## src/hw/rtl/assert_macros.svh

```systemverilog
// assertion helpers, clocked on clock and muted while reset is high
`ifndef ASSERT_MACROS_SVH
`define ASSERT_MACROS_SVH

// plain property
`define ASSERT_HOLDS(label, prop, msg) \
   label: assert property (@(posedge clock) disable iff (reset) (prop)) else $error(msg);

// same-cycle implication
`define ASSERT_IMPL(label, ante, cons, msg) \
   label: assert property (@(posedge clock) disable iff (reset) (ante) |-> (cons)) \
      else $error(msg);

// next-cycle implication
`define ASSERT_NEXT(label, ante, cons, msg) \
   label: assert property (@(posedge clock) disable iff (reset) (ante) |=> (cons)) \
      else $error(msg);

`endif

```

## src/hw/rtl/kcis_pkg.sv

```systemverilog
package kcis_pkg;

   localparam int PATTERN_MAX     = 8;
   localparam int BYTE_WIDTH      = 8;
   localparam int KEY_WIDTH       = PATTERN_MAX * BYTE_WIDTH;
   localparam int LEN_WIDTH       = 4;
   localparam int POS_WIDTH       = $clog2(PATTERN_MAX + 1);
   localparam int SEL_WIDTH       = (PATTERN_MAX > 1) ? $clog2(PATTERN_MAX) : 1;
   localparam int VALUE_WIDTH     = 31;
   localparam int PROD_WIDTH      = VALUE_WIDTH + 4;
   localparam int DIGIT_WIDTH     = 4;
   localparam int STATUS_WIDTH    = 2;
   localparam int CSR_INDEX_WIDTH = 1;
   localparam int CSR_DATA_WIDTH  = KEY_WIDTH;

   localparam logic [VALUE_WIDTH-1:0] VALUE_MAX = '1;

   // character codes
   localparam logic [BYTE_WIDTH-1:0] CHAR_SPACE   = 8'h20;
   localparam logic [BYTE_WIDTH-1:0] CHAR_TAB     = 8'h09;
   localparam logic [BYTE_WIDTH-1:0] CHAR_NEWLINE = 8'h0a;
   localparam logic [BYTE_WIDTH-1:0] CHAR_COLON   = 8'h3a;
   localparam logic [BYTE_WIDTH-1:0] CHAR_ZERO    = 8'h30;
   localparam logic [BYTE_WIDTH-1:0] CHAR_NINE    = 8'h39;

   typedef enum logic [CSR_INDEX_WIDTH-1:0] {
      CSR_KEY_PATTERN = 1'b0,
      CSR_KEY_LENGTH  = 1'b1
   } csr_index_type;

   typedef enum logic [STATUS_WIDTH-1:0] {
      STATUS_FOUND     = 2'd0,
      STATUS_NO_KEY    = 2'd1,
      STATUS_NO_COLON  = 2'd2,
      STATUS_NO_DIGITS = 2'd3
   } status_type;

   // one finished scan, handed from the scanner to the output stage
   typedef struct packed {
      logic                   valid;
      logic [VALUE_WIDTH-1:0] value;
      status_type             status;
      logic                   overflow;
   } result_type;

   function automatic logic is_blank(input logic [BYTE_WIDTH-1:0] c);
      return (c == CHAR_SPACE) || (c == CHAR_TAB) || (c == CHAR_NEWLINE);
   endfunction

   function automatic logic is_digit(input logic [BYTE_WIDTH-1:0] c);
      return (c >= CHAR_ZERO) && (c <= CHAR_NINE);
   endfunction

endpackage

```

## src/hw/rtl/kcis_if.sv

```systemverilog
// text byte channel
interface kcis_req_if import kcis_pkg::*; ();
   logic                  valid;
   logic                  ready;
   logic [BYTE_WIDTH-1:0] text_byte;
   logic                  last_byte;

   modport source (output valid, output text_byte, output last_byte, input ready);
   modport sink   (input valid, input text_byte, input last_byte, output ready);
endinterface

// scan result channel
interface kcis_rsp_if import kcis_pkg::*; ();
   logic                    valid;
   logic                    ready;
   logic [VALUE_WIDTH-1:0]  number_value;
   logic [STATUS_WIDTH-1:0] scan_status;
   logic                    value_overflow;

   modport source (output valid, output number_value, output scan_status,
                   output value_overflow, input ready);
   modport sink   (input valid, input number_value, input scan_status,
                   input value_overflow, output ready);
endinterface

```

## src/hw/rtl/kcis_csr.sv

```systemverilog
module kcis_csr import kcis_pkg::*; (
   input  logic                       clock,
   input  logic                       reset,
   input  logic                       csr_write_enable,
   input  logic [CSR_INDEX_WIDTH-1:0] csr_index,
   input  logic [CSR_DATA_WIDTH-1:0]  csr_write_data,
   output logic [KEY_WIDTH-1:0]       key_pattern,
   output logic [POS_WIDTH-1:0]       key_len
);

   logic [KEY_WIDTH-1:0] key_pattern_ff;
   logic [POS_WIDTH-1:0] key_len_ff;
   logic [LEN_WIDTH-1:0] len_raw;
   logic [POS_WIDTH-1:0] len_clamped;

   // clamp the length once, at write time
   assign len_raw = csr_write_data[LEN_WIDTH-1:0];

   always_comb begin
      if (len_raw == '0) begin
         len_clamped = POS_WIDTH'(1);
      end else if (LEN_WIDTH'(len_raw) > LEN_WIDTH'(PATTERN_MAX)) begin
         len_clamped = POS_WIDTH'(PATTERN_MAX);
      end else begin
         len_clamped = POS_WIDTH'(len_raw);
      end
   end

   // register writes
   always_ff @(posedge clock) begin
      if (reset) begin
         key_pattern_ff <= '0;
         key_len_ff     <= POS_WIDTH'(1);
      end else if (csr_write_enable) begin
         unique case (csr_index_type'(csr_index))
            CSR_KEY_PATTERN: key_pattern_ff <= csr_write_data[KEY_WIDTH-1:0];
            CSR_KEY_LENGTH:  key_len_ff     <= len_clamped;
            default: ;
         endcase
      end
   end

   assign key_pattern = key_pattern_ff;
   assign key_len     = key_len_ff;

endmodule

```

## src/hw/rtl/kcis_scan.sv

```systemverilog
module kcis_scan import kcis_pkg::*; (
   input  logic                  clock,
   input  logic                  reset,
   input  logic                  beat_accept,
   input  logic [BYTE_WIDTH-1:0] text_byte,
   input  logic                  last_byte,
   input  logic [KEY_WIDTH-1:0]  key_pattern,
   input  logic [POS_WIDTH-1:0]  key_len,
   output result_type            result
);

   typedef enum logic [2:0] {
      PH_KEY    = 3'd0,
      PH_COLON  = 3'd1,
      PH_BLANK  = 3'd2,
      PH_DIGITS = 3'd3,
      PH_DONE   = 3'd4
   } phase_type;

   phase_type               phase_ff, phase_in;
   logic [POS_WIDTH-1:0]    pos_ff, pos_in;
   logic [VALUE_WIDTH-1:0]  acc_ff, acc_in;
   logic                    ovf_ff, ovf_in;

   logic [PATTERN_MAX-1:0][BYTE_WIDTH-1:0] key_bytes;
   logic                    hit;
   logic [POS_WIDTH-1:0]    pos_step;
   logic [VALUE_WIDTH-1:0]  acc_base;
   logic                    ovf_base;
   logic [DIGIT_WIDTH-1:0]  digit;
   logic [PROD_WIDTH-1:0]   prod;
   logic                    prod_sat;
   logic [VALUE_WIDTH-1:0]  acc_digit;
   logic                    ovf_digit;
   logic                    blank;
   logic                    numeric;

   assign key_bytes = key_pattern;
   assign blank     = is_blank(text_byte);
   assign numeric   = is_digit(text_byte);

   // key compare at the current match position
   assign hit      = (pos_ff < key_len) && (key_bytes[pos_ff[SEL_WIDTH-1:0]] == text_byte);
   assign pos_step = hit ? pos_ff + POS_WIDTH'(1) : '0;

   // accumulate: a fresh number starts from zero when the first digit arrives
   assign acc_base  = (phase_ff == PH_BLANK) ? '0 : acc_ff;
   assign ovf_base  = (phase_ff == PH_BLANK) ? 1'b0 : ovf_ff;
   assign digit     = DIGIT_WIDTH'(text_byte - CHAR_ZERO);
   assign prod      = (PROD_WIDTH'(acc_base) << 3) + (PROD_WIDTH'(acc_base) << 1)
                      + PROD_WIDTH'(digit);
   assign prod_sat  = (prod[PROD_WIDTH-1:VALUE_WIDTH] != '0);
   assign acc_digit = prod_sat ? VALUE_MAX : prod[VALUE_WIDTH-1:0];
   assign ovf_digit = ovf_base | prod_sat;

   // phase update for one byte
   always_comb begin
      phase_in = phase_ff;
      pos_in   = pos_ff;
      acc_in   = acc_ff;
      ovf_in   = ovf_ff;
      unique case (phase_ff)
         PH_KEY: begin
            pos_in = pos_step;
            if (pos_step >= key_len) begin
               phase_in = PH_COLON;
            end
         end
         PH_COLON: begin
            if (!blank) begin
               if (text_byte == CHAR_COLON) begin
                  phase_in = PH_BLANK;
               end else begin
                  phase_in = PH_KEY;
                  pos_in   = '0;
               end
            end
         end
         PH_BLANK: begin
            if (!blank) begin
               if (numeric) begin
                  acc_in   = acc_digit;
                  ovf_in   = ovf_digit;
                  phase_in = PH_DIGITS;
               end else begin
                  phase_in = PH_KEY;
                  pos_in   = '0;
               end
            end
         end
         PH_DIGITS: begin
            if (numeric) begin
               acc_in = acc_digit;
               ovf_in = ovf_digit;
            end else begin
               phase_in = PH_DONE;
            end
         end
         default: phase_in = PH_DONE;
      endcase
   end

   // result of a text, taken from the updated state
   always_comb begin
      result.valid = beat_accept && last_byte;
      if ((phase_in == PH_DIGITS) || (phase_in == PH_DONE)) begin
         result.value    = acc_in;
         result.status   = STATUS_FOUND;
         result.overflow = ovf_in;
      end else begin
         result.value    = '0;
         result.overflow = 1'b0;
         case (phase_in)
            PH_KEY:   result.status = STATUS_NO_KEY;
            PH_COLON: result.status = STATUS_NO_COLON;
            default:  result.status = STATUS_NO_DIGITS;
         endcase
      end
   end

   // scan state, cleared on reset and after the last byte of a text
   always_ff @(posedge clock) begin
      if (reset || (beat_accept && last_byte)) begin
         phase_ff <= PH_KEY;
         pos_ff   <= '0;
         acc_ff   <= '0;
         ovf_ff   <= 1'b0;
      end else if (beat_accept) begin
         phase_ff <= phase_in;
         pos_ff   <= pos_in;
         acc_ff   <= acc_in;
         ovf_ff   <= ovf_in;
      end
   end

endmodule

```

## src/hw/rtl/kcis_out.sv

```systemverilog
module kcis_out import kcis_pkg::*; (
   input  logic       clock,
   input  logic       reset,
   input  result_type result,
   output logic       slot_ready,
   kcis_rsp_if.source rsp
);

   logic                    valid_ff;
   logic [VALUE_WIDTH-1:0]  value_ff;
   status_type              status_ff;
   logic                    ovf_ff;

   // slot is free, or its beat leaves this cycle
   assign slot_ready = !valid_ff || rsp.ready;

   always_ff @(posedge clock) begin
      if (reset) begin
         valid_ff <= 1'b0;
      end else if (result.valid) begin
         valid_ff <= 1'b1;
      end else if (rsp.ready) begin
         valid_ff <= 1'b0;
      end
   end

   // payload, no reset
   always_ff @(posedge clock) begin
      if (result.valid) begin
         value_ff  <= result.value;
         status_ff <= result.status;
         ovf_ff    <= result.overflow;
      end
   end

   assign rsp.valid          = valid_ff;
   assign rsp.number_value   = value_ff;
   assign rsp.scan_status    = STATUS_WIDTH'(status_ff);
   assign rsp.value_overflow = ovf_ff;

endmodule

```

## src/hw/rtl/key_colon_integer_scanner_core.sv

```systemverilog
// channel  | dir | payload                                      | handshake
// req      | in  | text_byte[7:0], last_byte                    | valid / ready
// rsp      | out | number_value[30:0], scan_status[1:0], ovf    | valid / ready
// csr      | in  | csr_index[0], csr_write_data[63:0]           | csr_write_enable
//
// one byte per cycle while req.ready is high; the scan state updates at the edge that takes the byte
// a last byte's result is written into the output register at the edge that takes that byte
// req.ready drops only while the output register is full and rsp.ready is low
// reset is synchronous, active high; key_pattern = 0, key_length = 1 after it
`include "assert_macros.svh"

module key_colon_integer_scanner_core import kcis_pkg::*; (
   input  logic                       clock,
   input  logic                       reset,
   kcis_req_if.sink                   req,
   kcis_rsp_if.source                 rsp,
   input  logic                       csr_write_enable,
   input  logic [CSR_INDEX_WIDTH-1:0] csr_index,
   input  logic [CSR_DATA_WIDTH-1:0]  csr_write_data
);

   logic                 slot_ready;
   logic                 beat_accept;
   logic [KEY_WIDTH-1:0] key_pattern;
   logic [POS_WIDTH-1:0] key_len;
   result_type           result;

   assign req.ready   = slot_ready;
   assign beat_accept = req.valid && slot_ready;

   // configuration registers
   kcis_csr u_csr (
      .clock            (clock),
      .reset            (reset),
      .csr_write_enable (csr_write_enable),
      .csr_index        (csr_index),
      .csr_write_data   (csr_write_data),
      .key_pattern      (key_pattern),
      .key_len          (key_len)
   );

   // per-byte scanner
   kcis_scan u_scan (
      .clock       (clock),
      .reset       (reset),
      .beat_accept (beat_accept),
      .text_byte   (req.text_byte),
      .last_byte   (req.last_byte),
      .key_pattern (key_pattern),
      .key_len     (key_len),
      .result      (result)
   );

   // output register
   kcis_out u_out (
      .clock      (clock),
      .reset      (reset),
      .result     (result),
      .slot_ready (slot_ready),
      .rsp        (rsp)
   );

   // checks
   `ASSERT_IMPL(a_stall_blocks_input, rsp.valid && !rsp.ready, !req.ready, "input taken while output stalled")
   `ASSERT_NEXT(a_last_gives_result, req.valid && req.ready && req.last_byte, rsp.valid, "last byte gave no result")
   `ASSERT_IMPL(a_fail_value_zero, rsp.valid && (rsp.scan_status != STATUS_FOUND), (rsp.number_value == '0) && !rsp.value_overflow, "failed scan carries a value")
   `ASSERT_HOLDS(a_result_only_on_last, !result.valid || (beat_accept && req.last_byte), "result without a last byte")

endmodule
```

## src/flat_wrapper.sv

```systemverilog
// flat-port wrapper written by rule: the top's interface ports become plain ports
module key_colon_integer_scanner_core_flat import kcis_pkg::*;
  (clock, reset, csr_write_enable, csr_index, csr_write_data, req_valid, req_text_byte, req_last_byte, req_ready, rsp_valid, rsp_number_value, rsp_scan_status, rsp_value_overflow, rsp_ready);
  kcis_req_if req_i ();
  kcis_rsp_if rsp_i ();
  input  logic clock;
  input  logic reset;
  input  logic csr_write_enable;
  input  logic [CSR_INDEX_WIDTH-1:0] csr_index;
  input  logic [CSR_DATA_WIDTH-1:0] csr_write_data;
  input wire logic [$bits(req_i.valid)-1:0] req_valid;
  input wire logic [$bits(req_i.text_byte)-1:0] req_text_byte;
  input wire logic [$bits(req_i.last_byte)-1:0] req_last_byte;
  output wire logic [$bits(req_i.ready)-1:0] req_ready;
  output wire logic [$bits(rsp_i.valid)-1:0] rsp_valid;
  output wire logic [$bits(rsp_i.number_value)-1:0] rsp_number_value;
  output wire logic [$bits(rsp_i.scan_status)-1:0] rsp_scan_status;
  output wire logic [$bits(rsp_i.value_overflow)-1:0] rsp_value_overflow;
  input wire logic [$bits(rsp_i.ready)-1:0] rsp_ready;
  assign req_i.valid = req_valid;
  assign req_i.text_byte = req_text_byte;
  assign req_i.last_byte = req_last_byte;
  assign req_ready = req_i.ready;
  assign rsp_valid = rsp_i.valid;
  assign rsp_number_value = rsp_i.number_value;
  assign rsp_scan_status = rsp_i.scan_status;
  assign rsp_value_overflow = rsp_i.value_overflow;
  assign rsp_i.ready = rsp_ready;
  key_colon_integer_scanner_core u_core (.clock(clock), .reset(reset), .req(req_i), .rsp(rsp_i), .csr_write_enable(csr_write_enable), .csr_index(csr_index), .csr_write_data(csr_write_data));
endmodule
```

## config.mk

```make
export PLATFORM = sky130hd
export DESIGN_NAME = key_colon_integer_scanner_core_flat
export DESIGN_NICKNAME = d
export VERILOG_FILES = /design/src/hw/rtl/kcis_pkg.sv /design/src/hw/rtl/kcis_if.sv /design/src/hw/rtl/kcis_csr.sv /design/src/hw/rtl/kcis_scan.sv /design/src/hw/rtl/kcis_out.sv /design/src/hw/rtl/key_colon_integer_scanner_core.sv /design/src/flat_wrapper.sv
export VERILOG_INCLUDE_DIRS = /design/src /design/src/hw/rtl
export SDC_FILE = /design/constraint.sdc
export NUM_CORES = 1
export LEC_CHECK = 0
export BUFFER_PORTS_ARGS = -buffer_cell sky130_fd_sc_hd__buf_2
export CAP_MARGIN = 20
export CORE_UTILIZATION = 63
export CTS_CLUSTER_DIAMETER = 60
export DETAILED_ROUTE_END_ITERATION = 16
export PLACE_DENSITY = 0.93
export SYNTH_ARGS = -nofsm -noshare
export SYNTH_HDL_FRONTEND = slang
export SYNTH_HIERARCHICAL = 1
export SYNTH_SLANG_ARGS = --single-unit
```

## constraint.sdc

```tcl
create_clock -name clock -period 11.7 [get_ports clock]
set_input_delay 0.585 -clock clock [delete_from_list [all_inputs] [get_ports clock]]
set_output_delay 0.585 -clock clock [all_outputs]
set_load 0.01 [all_outputs]
```

**Yosys cells after proc, flatten, opt, wreduce, memory -nomap -nowiden**

Cells that the tools add are included.

- Register bits: 142
- Input port bits: 79
- Output and inout port bits: 36
- Word-level logic and storage cells: 85

- Add/subtract/negate cells: 4
- Order comparisons: 6
- Eq/ne operators: 15
- Muxes and demuxes: 29
- Bitwise gates (word level): 2
- Reduce and logical (&&, ||, !) cells: 19

Operators by type and width:

| operator | count |
|---|---|
| 2-to-1 mux 31 bit | 4 |
| case mux 31 bit (2 select lines) | 1 |
| adder 34 x 32 -> 35 bit | 1 |
| adder 35 x 4 -> 35 bit | 1 |
| 2-to-1 mux 4 bit | 7 |
| binary-select mux 8 bit (select 3 bit) | 1 |
| equality test 8 x 4 -> 1 bit (second input constant) | 2 |
| equality test 8 x 6 -> 1 bit (second input constant) | 2 |
| 2-to-1 mux 3 bit | 4 |
| case mux 3 bit (4 select lines) | 1 |
| case mux 4 bit (3 select lines) | 1 |
| equality test 3 x 2 -> 1 bit (second input constant) | 3 |
| equality test 8 bit | 1 |
| >= comparator 8 x 6 -> 1 bit (second input constant) | 1 |
| <= comparator 8 x 6 -> 1 bit (second input constant) | 1 |
| 2-to-1 mux 8 bit | 1 |
| inequality test 2 bit (second input constant) | 4 |
| equality test 3 x 1 -> 1 bit (second input constant) | 2 |
| logical NOT 3 bit | 2 |
| AND reduction 6 bit | 1 |
| logical OR 1 bit | 5 |
| 2-to-1 mux 1 bit | 5 |
| adder 4 x 1 -> 4 bit (second input constant) | 1 |
| >= comparator 4 bit | 1 |
| 17 further kinds | 22 |

**Depth between registers and ports, before layout**

Gate-level depths: netlist of the first run.

- Word-level depth: 10
- Gate-level depth with buffers: 18

**Cells and area by module**

The synthesis of the first run kept the hierarchy.

Modules (own cells, without submodules):

| module | instances | cells an instance | area each (sq um) | sequential area each (sq um) |
|---|---|---|---|---|
| kcis_scan | 1 | 656 | 5148.7 | 780.7 |
| kcis_csr | 1 | 298 | 2412.3 | 1361.3 |
| kcis_out | 1 | 38 | 1067.3 | 1041.0 |
| key_colon_integer_scanner_core | 1 | 1 | 6.3 | 0.0 |

**Worst setup path after synthesis of the first run**

No wires, ideal clock.

- Path kind: flip-flop to flip-flop
- Start: register u_core.u_scan.phase_ff[1]
- End: register u_core.u_out.value_ff[27] (netlist: u_core/u_out/rsp.number_value[27]), data pin
- Setup time: 0.279 ns
- Arrival: 4.691 ns
- Setup slack: 6.730 ns
- Stages on the path, launching flop included: 16
- Cell sequence: dfxtp_1 nor2b_1 nor2b_1 clkbuf_1 nor2b_1 fa_1 fa_1 a21o_1 a221o_1 a41o_1 o211a_1 or4_1 and3b_1 nor4_4 buf_6 a311oi_1

- Cells in the longest elaborated chain, start to end: 9

Ends and longest elaborated chain:

| item | line | RTL |
|---|---|---|
| start: declaration | kcis_scan.sv:20 | `phase_type phase_ff, phase_in;` |
| start signal: assignment | kcis_scan.sv:129 | `phase_ff <= phase_in;` |
| equality test 3 x 2 -> 1 bit | kcis_scan.sv:47, kcis_scan.sv:62 |  |
| 2-to-1 mux 31 bit | kcis_scan.sv:47 | `assign acc_base = (phase_ff == PH_BLANK) ? '0 : acc_ff;` |
| adder 34 x 32 -> 35 bit | kcis_scan.sv:50 | `assign prod = (PROD_WIDTH'(acc_base) << 3) + (PROD_WIDTH'(acc_base) << 1)` |
| adder 35 x 4 -> 35 bit | kcis_scan.sv:51 | `+ PROD_WIDTH'(digit);` |
| nonzero test 4 bit | kcis_scan.sv:52 | `assign prod_sat = (prod[PROD_WIDTH-1:VALUE_WIDTH] != '0);` |
| 2-to-1 mux 31 bit | kcis_scan.sv:53 | `assign acc_digit = prod_sat ? VALUE_MAX : prod[VALUE_WIDTH-1:0];` |
| 2-to-1 mux 31 bit | kcis_scan.sv:81, kcis_scan.sv:92 |  |
| 2-to-1 mux 31 bit | kcis_scan.sv:80 | `if (!blank) begin` |
| case mux 31 bit (2 select lines) | kcis_scan.sv:62 | `unique case (phase_ff)` |
| end signal: assignment | kcis_out.sv:30 | `value_ff <= result.value;` |
| end: declaration | kcis_out.sv:10 | `logic [VALUE_WIDTH-1:0] value_ff;` |

Parallel ways exist; a longest one is shown, timed or not.
A chain may end at the register's enable or synchronous reset.

**Worst setup path in the final report of the first run**

- Start: register u_core.u_scan.phase_ff[1]
- End: register u_core.u_out.value_ff[21] (netlist: u_core/u_out/rsp.number_value[21]), data pin

The elaborated chain is that of the path after synthesis.

==> impl_results.md, run 1 <==
- Post-Place Cells: 1,224
- Fmax: 0.180 GHz
- Startpoint types: register
- Hold_buf cts: 0
- Arr. time, crit path: 5780 ps
- Final Cycle Share: 0.476
- Finished Cell Area: 9750 µm²
- Yosys reg bits: 142
- Worst-path fanout max: 35
- # rows: 42
- Final hold slack: 389 ps
- Ys Warns: 6
- Worst Hold Class: in2reg
- Avg Synthesized Cell Area: 8.70 µm²
- Netlist cell types: 61
- IO Count: 115
- Leakage: 4.00 nW
- Max-cap violations: 0
- Switch share: 0.247
- Largest area contributor in the netlist: dfxtp_1
- DR vias: 8,032
- Post-placement cell area: 9120 µm²
- Flop pwr share: 0.465
- Net Count, Synth: 1,143
- Post-Layout Cell Count: 1,259
- Compound-cell area share of the yosys netlist: 0.205
- Mapped Cells: 993
- Post-synth top area share: 0.250
- Post-synth top cells: nand2_1 (174), a21oi_1 (118), dfxtp_1 (108), nor2_1 (71), ha_1 (69)
- Die height: 119 µm
- Post-layout min period: 5570 ps
- Post-DP HPWL: 14,800 µm
- CP peak stage delay: 590 ps
- CTS clk-pin slew, worst paths: 70 ps
- Final setup fails: 0
- Crit path kind: reg2reg
- Slowest-stage cell, CP: dfxtp_1
- Die X-Extent: 119 µm
- DR vias/cell: 6.38
- Initial core utilization: 0.649
- Antenna-violating nets left: 0
- Wire per inst: 18.0 µm
- Antenna diode count: 0
- Initial antenna violation count: 0
- Layout area overhead: 13.0%
- Inserted Clock Buffers: 17
- Clock Path Buffers: 2
- Core Area: 13,300 µm²
- Clock Sinks: 142
- H-tree levels: 4
- Routed WL: 22,600 µm
- First-pass GRT wire length: 36,100 µm
- DRC: 0
- CTS resizes: 0
- Clk_lat worst skew: 430 ps
- DRT Pass-1 Iters: 7
- TNS Setup: 0 ps
- Largest family of logic cells by synthesized area: compound AO/OA/AOI/OAI gates
- Rel. slew slack: 0.323
- Die ar.: 14,200 µm²
- Most frequent cell after synthesis: nand2_1
- Grt total ovfl: 0
- Mapped Area: 8630 µm²
- Peak supply drop: 0.0932 mV
- Final Hold Viols: 0
- Data required, critical path: 11,910 ps
- GRT Util Overall: 0.321
- Post-synth ARST share: 0
- Pins Over Slew Limit: 0
- Top post-synthesis cells by area: dfxtp_1 (25%), edfxtp_1 (12%), ha_1 (10%), nand2_1 (7.6%), a21oi_1 (6.8%)
- Outcome: completed
- Post-synthesis simple-gate area fraction: 0.180
- Synth Area in XOR/XNOR: 0.0385
- Logic pwr share: 0.069
- # nets final: 1,220
- Pwr dens: 116 nW/µm²
- Synth Area in Adders: 0.105
- Worst Setup End Kind: register
- Fraction of layout cells with a size suffix above 1: 0.173
- Final Skew: 13.2 ps
- PortBufs: 114
- 1st-iter DRT viols: 971
- Register area: 3180 µm²
- Worst Tran Pin Value: 1010 ps
- Post-CTS setup buffers: 0
- Clock root cell: clkbuf_16
- Vias in the first global route: 7,595
- TritonCTS clock tree: done
- Clock network fraction of total power: 0.466
- Cell Chain, Critical Path: nor2b_1, nor2b_2, buf_4, nor2b_1, fa_1, fa_1, a21o_1, a221o_1, a41o_1, o211a_1, or4_1, a21boi_0, nor4_4, buf_4, a311oi_1
- Sequential share of the synthesized area: 0.369
- Post-synthesis mux area share: 0.0545
- Int Power: 849 µW
- Maximum number of pins on one net before global-route repair: 72
- Post-synth EDFFs: 34
- Filler instances: 921
- Psw: 279 µW
- Gpl congestion: 0.970
- Area of the multi-input gates: 5040 µm²
- Most common flop cell mapped by yosys: dfxtp_1
- Unrepaired setup endpoints after global routing: no
==> power by group through the flow <==
stage | Clock (mW) | Sequential (mW) | Combinational, mW
CTS | 0.527 | 0.525 | 0.0744
global placement | 0 | 0.534 | 0.0718
global route | 0.548 | 0.526 | 0.0846
floorplan | 0 | 0.535 | 0.0450
detailed placement | 0 | 0.535 | 0.0735
finish | 0.526 | 0.525 | 0.0774
==> cells by family (layout without fill, tap and decap cells) <==
group	count (synthesis)	in the layout
mux	27	27
fa+ha+maj	71	71
flops	142	142
compound gates	294	294
buf+inv	78	168
xor+xnor	38	38
simple gates	343	343
==> worst paths after layout <==
path	from	cells past startpoint	to	slack, ps
max reg2reg	u_core/u_scan/phase_ff[1]	15	u_core/u_out/rsp.number_value[21]	6130
min	csr_write_data[63]	3	u_core/u_csr/key_pattern[63]	390
min reg2reg	u_core/u_csr/key_pattern[62]	2	u_core/u_csr/key_pattern[62]	460
max	u_core/u_scan/phase_ff[1]	15	u_core/u_out/rsp.number_value[21]	6130
==> per-stage QoR <==
step	total power [mW]	setup slack, ps	util
floorplan	0.580	6730	-
global placement	0.606	6470	0.686
detailed placement	0.609	6280	0.686
CTS	1.13	6210	0.729
global route	1.16	5940	0.734
finish	1.13	6130	0.734
==> metal layers <==
layer / routed length [µm] / track usage
met1: 9340 / 0.414
met2: 10600 / 0.517
met3: 1860 / 0.0536
met4: 842 / 0.165
met5: 0 / 0
==> flip-flops by register name (all words and copies together) (netlist names), 2 cells and up <==
register / cells
u_core/u_csr/key_len: 4
u_core/u_csr/key_pattern: 64
u_core/u_out/rsp.number_value: 31
u_core/u_out/rsp.scan_status: 2
u_core/u_scan/acc_ff: 31
u_core/u_scan/phase_ff: 3
u_core/u_scan/pos_ff: 4
==> layout by cell type, fill, tap and decap left out, types with 29 or more instances in the layout <==
| cell type | Yosys | layout |
|---|---|---|
| a21oi_1 | 118 | 118 |
| a311oi_1 | 29 | 29 |
| a31oi_1 | 32 | 32 |
| buf_2 | 2 | 114 |
| dfxtp_1 | 108 | 108 |
| edfxtp_1 | 34 | 34 |
| ha_1 | 69 | 69 |
| nand2_1 | 174 | 174 |
| nor2_1 | 71 | 71 |
| nor2b_1 | 33 | 32 |
| o21ai_0 | 61 | 61 |
==> worst max-delay path, delay by kind of cell (launching register included) <==
kind / cells / cell delay (ps)
flip-flops: 1 / 590
AND/OR/NAND/NOR: 5 / 1140
AO/OA/AOI/OAI: 6 / 1940
buffers and inverters: 2 / 650
adder cells (fa/ha/maj): 2 / 1020
==> area by class of cell <==
cell class	instances	share of cell area
Tap cell	176	0.0226
Sequential cell	142	0.326
Clock buffer	21	0.0493
Clock inverter	11	0.00949
Multi-Input combinational cell	773	0.517
Timing Repair Buffer	125	0.0708
Inverter	11	0.00423
(Power assumes the default switching activity.)
==> run 2: changes to the inputs <==
--- a/config.mk
+++ b/config.mk
@@ -8,10 +8,10 @@
 export LEC_CHECK = 0
 export BUFFER_PORTS_ARGS = -buffer_cell sky130_fd_sc_hd__buf_2
 export CAP_MARGIN = 20
-export CORE_UTILIZATION = 63
+export CORE_UTILIZATION = 59
 export CTS_CLUSTER_DIAMETER = 60
 export DETAILED_ROUTE_END_ITERATION = 16
-export PLACE_DENSITY = 0.93
+export PLACE_DENSITY = 0.88
 export SYNTH_ARGS = -nofsm -noshare
 export SYNTH_HDL_FRONTEND = slang
 export SYNTH_HIERARCHICAL = 1
==> constraint.sdc (replaced) <==
create_clock -name clock -period 5.8 [get_ports clock]
set_input_delay 0.29 -clock clock [delete_from_list [all_inputs] [get_ports clock]]
set_output_delay 0.29 -clock clock [all_outputs]
set_load 0.01 [all_outputs]
==> run 2 against run 1 <==
Net effect:
- count of clock-buffer cells in the layout shrank 3
- worst setup slack lost 5600 ps
- core utilization shrank 4.1 points
- sequential share of layout area is essentially flat
- first-iteration DRC count shrank 25%
- final cell count grew 0.24%
- clock skew shrank 2.3 ps
- total power grew 100%
- sequential power grew 100%
- routed wire length shrank 2.9%
- critical endpoint is now u_core/u_out/rsp.number_value[13]
- largest power group unchanged
- highest routed layer unchanged
==> impl_results.md, run 2 (same netlist as run 1, synthesis figures left out) <==
- Grt total ovfl: 0 (unchanged)
- RR Endpoint: u_core/u_out/rsp.number_value[13] (was u_core/u_out/rsp.number_value[21])
- Antenna-violating nets left: 0 (unchanged)
- Inserted Clock Buffers: 17 (unchanged)
- Post-layout min period: 5280 ps (was 5570 ps)
- Flop pwr share: 0.465 (about the same)
- Max-cap violations: 0 (unchanged)
- Hold_buf cts: 0 (unchanged)
- IO Count: 115 (unchanged)
- Final setup fails: 0 (unchanged)
- Initial core utilization: 0.613 (was 0.649)
- Crit path kind: reg2reg (unchanged)
- Die ar.: 15,100 µm² (was 14,200 µm²)
- Peak supply drop: 0.210 mV (was 0.0932 mV)
- First-pass GRT wire length: 35,200 µm (was 36,100 µm)
- Outcome: completed (unchanged)
- Hold Path Stages: 3 (unchanged)
- Int Power: 1.71 mW (was 849 µW)
- Fraction of layout cells with a size suffix above 1: 0.171 (was 0.173)
- Post-CTS setup buffers: 0 (unchanged)
- Worst-path fanout max: 20 (was 35)
- Post-DP HPWL: 15,300 µm (was 14,800 µm)
- Clock root cell: clkbuf_16 (unchanged)
- Switch share: 0.249 (was 0.247)
- CTS resizes: 0 (unchanged)
- Commonest non-fill, non-tap cell in the layout: nand2_1 (unchanged)
- Met3 routed WL: 1750 µm (was 1860 µm)
- GRT Util Overall: 0.300 (was 0.321)
- Gpl congestion: 0.922 (was 0.970)
- Clock Path Buffers: 2 (unchanged)
- Routed WL: 22,000 µm (was 22,600 µm)
- Placement Setup Slack: 384 ps (was 6280 ps)
- CTS clk-pin slew, worst paths: 70 ps (about the same)
- Met2 wire length: 10,300 µm (was 10,600 µm)
- Arr. time, crit path: 5390 ps (was 5780 ps)
- Logic pwr share: 0.067 (was 0.069)
- Maximum number of pins on one net before global-route repair: 72 (unchanged)
- H-tree levels: 4 (unchanged)
- Rel. slew slack: 0.280 (was 0.323)
- Hold path endpoint: u_core/u_csr/key_pattern[27] (was u_core/u_csr/key_pattern[63])
- Pins Over Slew Limit: 0 (unchanged)
- TritonCTS clock tree: done (unchanged)
- Wire per inst: 17.4 µm (was 18.0 µm)
- Leakage: 4.00 nW (about the same)
- DR vias/cell: 6.25 (was 6.38)
- Unrepaired setup endpoints after global routing: no (unchanged)
- Data required, critical path: 5910 ps (was 11,910 ps)
- Fmax: 0.189 GHz (was 0.180 GHz)
- Psw: 569 µW (was 279 µW)
- Initial antenna violation count: 0 (unchanged)
- Post-Place Cells: 1,228 (was 1,224)
- Worst Tran Pin Value: 1080 ps (was 1010 ps)
- DRT Pass-1 Iters: 5 (was 7)
- Reg2reg path depth: 16 (was 15)
- Uppermost layer routed: met4 (unchanged)
- Critical R2R Launch: u_core/u_scan/pos_ff[1] (was u_core/u_scan/phase_ff[1])
- Die X-Extent: 123 µm (was 119 µm)
- Worst Setup End Kind: register (unchanged)
- Reg2reg setup slack: 520 ps (was 6130 ps)
- Clock network fraction of total power: 0.468 (was 0.466)
- 1st-iter DRT viols: 732 (was 971)
- Pwr dens: 234 nW/µm² (was 116 nW/µm²)
- Vias in the first global route: 7,207 (was 7,595)
- Final Cycle Share: 0.910 (was 0.476)
- TNS Setup: 0 ps (unchanged)
- Core Area: 14,100 µm² (was 13,300 µm²)
- Final Skew: 10.9 ps (was 13.2 ps)
- # nets final: 1,219 (was 1,220)
- Final worst slack: 520 ps (was 6130 ps)
- M1 WL: 9460 µm (was 9340 µm)
- Final Hold Viols: 0 (unchanged)
- Die height: 123 µm (was 119 µm)
- Total power: 2.28 mW (was 1.13 mW)
- Post-Layout Cell Count: 1,262 (was 1,259)
- Commonest cells after routing, fill and taps aside: nand2_1 (174), a21oi_1 (118), buf_2 (114) (unchanged)
- DR vias: 7,891 (was 8,032)
- Min-delay src: csr_write_data[27] (was csr_write_data[63])
- Clock Sinks: 142 (unchanged)
- DRC: 0 (unchanged)
- PortBufs: 114 (unchanged)
- Layout area overhead: 13.0% (about the same)
- Clk_lat worst skew: 430 ps (about the same)
- Antenna diode count: 0 (unchanged)
- Max FFs per register: 64 (unchanged)
- Final hold slack: 91.9 ps (was 389 ps)
- Worst Hold Class: in2reg (unchanged)
- # rows: 43 (was 42)
- Startpoint types: register (unchanged)
[run 2: cell type report]
type,count,area (µm²)
Inverter,11,41.3
Sequential cell,142,3180
Fill cell,1091,4340
Clock buffer,18,429
Tap cell,180,225
Multi-Input combinational cell,773,5040
Clock inverter,14,144
Timing Repair Buffer,124,691
[run 2: through the flow]
stage | utilization | area [µm²]
2_1_floorplan | - | 8630
3_3_place_gp | 0.648 | 9140
3_5_place_dp | 0.648 | 9140
4_1_cts | 0.689 | 9710
5_1_grt | 0.692 | 9760
6_report | 0.692 | 9760
[run 2: routing by layer]
metal | vias to the layer above | global-route usage
met1 | 3700 | 0.401
li1 | 3753 | -
met4 | 0 | 0.109
met3 | 46 | 0.0572
met2 | 392 | 0.483
met5 | - | 0
[run 2: critical path, cell delays in order (launching register included)]
cell and delay [ps]:
dfxtp_1 940, mux4_2 420, mux2i_1 200, xnor2_1 90, nor4_1 360, nand4_1 330, or2_2 380, ha_1 270
nand2b_1 150, a21o_1 180, a21o_1 180, a211oi_1 230, o31a_1 190, o21ai_0 180, o21ai_2 360, buf_4 380
a311oi_1 90
[run 2: power by group through the flow]
stage               clock network, mW  registers, mW  logic (mW)
floorplan                           0           1.08      0.0908
global placement                    0           1.08       0.144
detailed placement                  0           1.08       0.147
CTS                              1.07           1.06       0.149
global route                     1.12           1.06       0.168
finish                           1.07           1.06       0.153
[run 2: worst max path at each step]
stage	from	slack [ps]	cells past startpoint	endpoint
floorplan	u_core/u_scan/phase_ff[1]	830	15	u_core/u_out/rsp.number_value[27]
global placement	u_core/u_scan/pos_ff[0]	640	16	u_core/u_out/rsp.number_value[16]
detailed placement	u_core/u_scan/pos_ff[0]	380	16	u_core/u_out/rsp.number_value[13]
CTS	u_core/u_scan/pos_ff[0]	300	16	u_core/u_out/rsp.number_value[13]
global route	u_core/u_scan/pos_ff[1]	200	16	u_core/u_out/rsp.number_value[16]
finish	u_core/u_scan/pos_ff[1]	520	16	u_core/u_out/rsp.number_value[13]
